**config.mk**
```make
export PLATFORM = sky130hd
export DESIGN_NAME = dtcp_proj
export DESIGN_NICKNAME = d
export VERILOG_FILES = /design/src/rtl/dtcp_pkg.sv /design/src/rtl/dtcp_proj.sv
export SDC_FILE = /design/constraint.sdc
export NUM_CORES = 2
export LEC_CHECK = 0
export ABC_AREA = 1
export BUFFER_PORTS_ARGS = -buffer_cell sky130_fd_sc_hd__buf_2
export CORE_AREA = 2 2 452 499
export CTS_CLUSTER_DIAMETER = 150
export DETAILED_ROUTE_END_ITERATION = 10
export DIE_AREA = 0 0 454 501
export GPL_TIMING_DRIVEN = 0
export HOLD_SLACK_MARGIN = 0.1
export PLACE_DENSITY_LB_ADDON = 0.25
export SLEW_MARGIN = 10
export SYNTH_ARGS = -nofsm -noshare
export SYNTH_HDL_FRONTEND = slang
export SYNTH_SLANG_ARGS = --single-unit
```
**constraint.sdc**
```tcl
create_clock -name clk -period 8.2 [get_ports clk]
set_clock_uncertainty 0.1 [all_clocks]
set_input_delay 0.41 -clock clk [delete_from_list [all_inputs] [get_ports clk]]
set_output_delay 0.41 -clock clk [all_outputs]
set_load 0.01 [all_outputs]
```
**src/rtl/dtcp_pkg.sv**
```systemverilog
// shared constants, codes and types for the depth to color point cloud block
package dtcp_pkg;

  localparam int MAX_DIM   = 4096;
  localparam int DIV_STEPS = 32;
  localparam int PROJ_LAT  = DIV_STEPS + 3;

  localparam logic [2:0] CFG_NEAR   = 3'd0;
  localparam logic [2:0] CFG_FAR    = 3'd1;
  localparam logic [2:0] CFG_EXTENT = 3'd2;
  localparam logic [2:0] CFG_FX     = 3'd3;
  localparam logic [2:0] CFG_FY     = 3'd4;
  localparam logic [2:0] CFG_CX     = 3'd5;
  localparam logic [2:0] CFG_CY     = 3'd6;

  typedef struct packed {
    logic        v;
    logic [11:0] col;
    logic [11:0] row;
    logic [23:0] rgb;
  } pix_side_t;

  typedef struct packed {
    logic        v;
    logic        keep;
    logic [31:0] z;
    logic [23:0] rgb;
  } pt_side_t;

  typedef struct packed {
    logic en;
    logic keep;
  } proj_ctl_t;

endpackage

```
**src/rtl/dtcp_proj.sv**
```systemverilog
// pipelined back-projection of one axis: (pix - ctr) * z * 2^8 / focal, saturated, zero when not kept
module dtcp_proj (
  input  logic               clk,
  input  dtcp_pkg::proj_ctl_t ctl,
  input  logic [11:0]        pix,
  input  logic [11:0]        ctr,
  input  logic [23:0]        focal,
  input  logic [31:0]        z,
  output logic [31:0]        coord
);
  import dtcp_pkg::*;

  logic        neg;
  logic [11:0] mag;
  logic [43:0] prod_nxt;
  logic [43:0] prod_r;
  logic        neg_r;
  logic        keep_r;

  logic [23:0] rem_r  [0:DIV_STEPS];
  logic [31:0] low_r  [0:DIV_STEPS];
  logic [31:0] q_r    [0:DIV_STEPS];
  logic        neg_a  [0:DIV_STEPS];
  logic        keep_a [0:DIV_STEPS];
  logic        over_a [0:DIV_STEPS];
  logic        nz_a   [0:DIV_STEPS];

  logic [23:0] rem_nxt [0:DIV_STEPS];
  logic [31:0] low_nxt [0:DIV_STEPS];
  logic [31:0] q_nxt   [0:DIV_STEPS];
  logic [24:0] trial   [0:DIV_STEPS-1];
  logic        ge      [0:DIV_STEPS-1];

  logic        ovf;
  logic [31:0] qf;
  logic [31:0] nmag;
  logic [31:0] coord_nxt;
  logic [31:0] coord_r;

  assign neg      = pix < ctr;
  assign mag      = neg ? (ctr - pix) : (pix - ctr);
  assign prod_nxt = {32'b0, mag} * {12'b0, z};

  always_comb begin
    rem_nxt[0] = {4'b0, prod_r[43:24]};
    low_nxt[0] = {prod_r[23:0], 8'b0};
    q_nxt[0]   = '0;
    for (int k = 0; k < DIV_STEPS; k++) begin
      trial[k]     = {rem_r[k], low_r[k][31]};
      ge[k]        = trial[k] >= {1'b0, focal};
      rem_nxt[k+1] = ge[k] ? 24'(trial[k] - {1'b0, focal}) : trial[k][23:0];
      low_nxt[k+1] = {low_r[k][30:0], 1'b0};
      q_nxt[k+1]   = {q_r[k][30:0], ge[k]};
    end
  end

  // quotient overflow only counts when the numerator is nonzero
  assign ovf  = over_a[DIV_STEPS] && nz_a[DIV_STEPS];
  assign qf   = q_r[DIV_STEPS];
  assign nmag = (ovf || qf > 32'h8000_0000) ? 32'h8000_0000 : qf;

  always_comb begin
    if (!keep_a[DIV_STEPS] || !nz_a[DIV_STEPS]) begin
      coord_nxt = '0;
    end else if (neg_a[DIV_STEPS]) begin
      coord_nxt = 32'h0 - nmag;
    end else begin
      coord_nxt = (ovf || qf > 32'h7FFF_FFFF) ? 32'h7FFF_FFFF : qf;
    end
  end

  always_ff @(posedge clk) begin
    if (ctl.en) begin
      prod_r    <= prod_nxt;
      neg_r     <= neg;
      keep_r    <= ctl.keep;
      rem_r[0]  <= rem_nxt[0];
      low_r[0]  <= low_nxt[0];
      q_r[0]    <= q_nxt[0];
      neg_a[0]  <= neg_r;
      keep_a[0] <= keep_r;
      over_a[0] <= {4'b0, prod_r[43:24]} >= focal;
      nz_a[0]   <= |prod_r;
      for (int k = 0; k < DIV_STEPS; k++) begin
        rem_r[k+1]  <= rem_nxt[k+1];
        low_r[k+1]  <= low_nxt[k+1];
        q_r[k+1]    <= q_nxt[k+1];
        neg_a[k+1]  <= neg_a[k];
        keep_a[k+1] <= keep_a[k];
        over_a[k+1] <= over_a[k];
        nz_a[k+1]   <= nz_a[k];
      end
      coord_r <= coord_nxt;
    end
  end

  assign coord = coord_r;

endmodule

```
==> results.yml <==
logic_synthesis:
  ys_seq_area_share_pct: 47.04
  async_reset_ff_share_pct: 0
  synth_edf_count: 1802
  synth.avg_cell_area_um2: 9.639
  ys_ff_latch: 1802
  synth_top_area_share_pct: 47.04
  yosysTopAreaCell: "edfxtp_1"
  synth-warning-count: 0
  netlist_area_um2: 115000
  synth_ff_type: "edfxtp_1"
  synth.area.top_cells: "edfxtp_1 47%, ha_1 9.7%, nand2_1 7.3%, fa_1 5.8%, a21oi_1 5.1%"
  syn_inst: 11933
  synth_fp_nets: 13239
  synth.distinct_cells: 59
clocking:
  clkTransAtPathRegs_ns: 0.06
  cts_hold_buffers: 6
  htree_levels: 4
  clk_latency_ns: 0.87
  clock_sink_count: 1802
  cts_setup_buffers: 0
  clk_path_buf_depth: 3
  cts_tree: "done"
  cts_resized: 0
  cts-root-buf: "clkbuf_16"
  numCtsBuffers: 188
worst_setup_path:
  worstReg2RegEnd: "coord[8]$_SDFFCE_PP0P_"
  cp.depth: 38
  crit_family: "adder cells"
  arrival_ns: 8.19
  critPathLaunchType: "input port"
  max_stage_delay_ns: 0.60
  crit_fanout: 10
  reg2reg_depth: 14
  critPathCaptureType: "register"
  cp_num_buf_inv: 10
  r2r_slack_ns: 4.44
  criticalPathCategory: "input port to register"
  cp_data_required_time_ns: 8.66
  slowest_stage: "fa_1"
  critPathLaunch: "pix[0]"
  r2r-start: "nz_a[0][32]$_DFFE_PP_"
  crit_end: "prod_r[40]$_DFFE_PP_"
flow_run:
  drv_cap: 0
place:
  post-place-ws_ns: -0.3837
  finalWeightedCongestion: 0.9544
  dp_hpwl_um: 241300
  portBuffers: 94
  dp.cells: 15006
layout:
  stdcell_count: 15374
  nets: 13564
  drive_above_1_share_pct: 5.259
  final_cell_mix: "2249 x nand2_1, 1802 x edfxtp_1, 1204 x inv_1, 1172 x a21oi_1, 1154 x nor2_1"
  fillers: 19344
  syn_to_final_growth_pct: 10.13
  final_common_cell: "nand2_1"
  fin_util_pct: 56.94
routing:
  wire_per_inst_um: 20.99
  wirelength_um: 322700
  avgViaCountPerCell: 5.684
  num_vias: 87381
  antenna_left: 0
  firstDrtPassIters: 6
  drtIter0Drc: 7621
  drc: 0
sta:
  rsz0062_at_grt: "no"
  finalMaxSlewViolations: 0
  post-route-period-util_pct: 94.29
  fin_crit_ns: 7.732
  fmax_mhz: 129.3
  tightest_slew_ns: 1.056
  finalHoldViolations: 0
  layout_setup_ws_ns: 0.4680
  relSlewSlack_pct: 28.93
  setup_violations: 0
die:
  dieWidth_um: 454
  core_area_um2: 222500
  die_area_um2: 227500
  start_util_pct: 51.70
  num_io_pins: 115
  die_y_um: 501
  rows: 182
status:
  outcome: "complete, no violations"
global_routing:
  grt_pass1_vias: 86481
  grt_pass1_wl_um: 494100
  antenna_found_initial: 12
  grt_overflow: 0
  grt_start_max_net_pins: 174
  track_usage_pct: 28.14
worst_hold_path:
  hold_path.class: "input port to register"
## cell type report
type | count | area (um2) | share of cell area (%)
Antenna cell | 13 | 32.53 | 0.02568
Buffer | 217 | 1211 | 0.9561
Clock buffer | 220 | 4825 | 3.809
Clock inverter | 129 | 1592 | 1.256
Inverter | 1250 | 4757 | 3.755
Multi-Input combinational cell | 8664 | 55010 | 43.43
Sequential cell | 1802 | 54110 | 42.72
Tap cell | 2944 | 3684 | 2.908
Timing Repair Buffer | 135 | 1454 | 1.148
## cells in the mapped netlist, types with 13 or more instances
cell type	count
o2111ai_1	13
a211oi_1	25
ha_1	890
a21oi_1	1172
buf_6	26
a21boi_0	29
o311ai_0	21
nand4_1	122
o211ai_1	29
nor2_2	20
buf_4	29
inv_1	1227
clkbuf_1	88
o41ai_1	15
o21ai_1	23
fa_1	333
edfxtp_1	1802
nand3_1	399
buf_2	59
nor4_1	80
a31oi_1	74
xor2_1	336
a21o_1	79
o21bai_1	21
nor3_1	129
o21a_1	120
nand2_1	2249
xnor2_1	338
nor2_1	1154
or2_2	21
o21ai_0	866
## state kept, by name, summed over array words and instances, names as in the netlist
name / cells
coord: 32
keep_a: 33
keep_r: 1
low_r: 300
neg_a: 33
neg_r: 1
nz_a: 33
over_a: 33
prod_r: 44
q_r: 528
rem_r: 764
## kinds of logic after synthesis
family	share of synthesized area, %
AND/OR/NAND/NOR	15.17
adder cells (fa/ha/maj)	15.48
buffers and inverters	5.138
AO/OA/AOI/OAI	12.04
XOR/XNOR	5.132
flip-flops	47.04
## stage by stage
stage	hold slack [ns]	area [um2]	setup TNS (ns)
2_1_floorplan	0.3003	115000	0
3_3_place_gp	0.3003	119200	-
3_5_place_dp	0.3045	120200	-2.253
4_1_cts	0.1113	126600	0
5_1_grt	0.1394	126700	0
6_report	0.1742	126700	0
## metal layers
layer | track usage, % | share of wire, % | wire [um] | vias up
met1 | 37.62 | 43 | 139100 | 41978
li1 | - | - | - | 42047
met4 | 11.84 | 4.6 | 14750 | 6
met3 | 3.207 | 5.5 | 17740 | 666
met5 | 0 | 0.010 | 33 | -
met2 | 46.48 | 47 | 151000 | 2684
## worst min path at each step
| stage | to | slack, ns | cells past startpoint | start |
|---|---|---|---|---|
| 6_report | keep_r$_DFFE_PP_ | 0.17 | 2 | ctl[0] |
| 5_1_grt | keep_r$_DFFE_PP_ | 0.14 | 2 | ctl[0] |
| 4_1_cts | keep_r$_DFFE_PP_ | 0.11 | 2 | ctl[0] |
| 3_5_place_dp | low_r[0][108]$_DFFE_PP_ | 0.30 | 0 | low_r[0][76]$_DFFE_PP_ |
| 3_3_place_gp | q_r[0][355]$_DFFE_PP_ | 0.30 | 0 | q_r[0][322]$_DFFE_PP_ |
| 2_1_floorplan | keep_a[0][0]$_DFFE_PP_ | 0.30 | 0 | keep_r$_DFFE_PP_ |
Power is not shown: default switching activity piles up to over one toggle a cycle in this logic, so the estimate is an artifact.
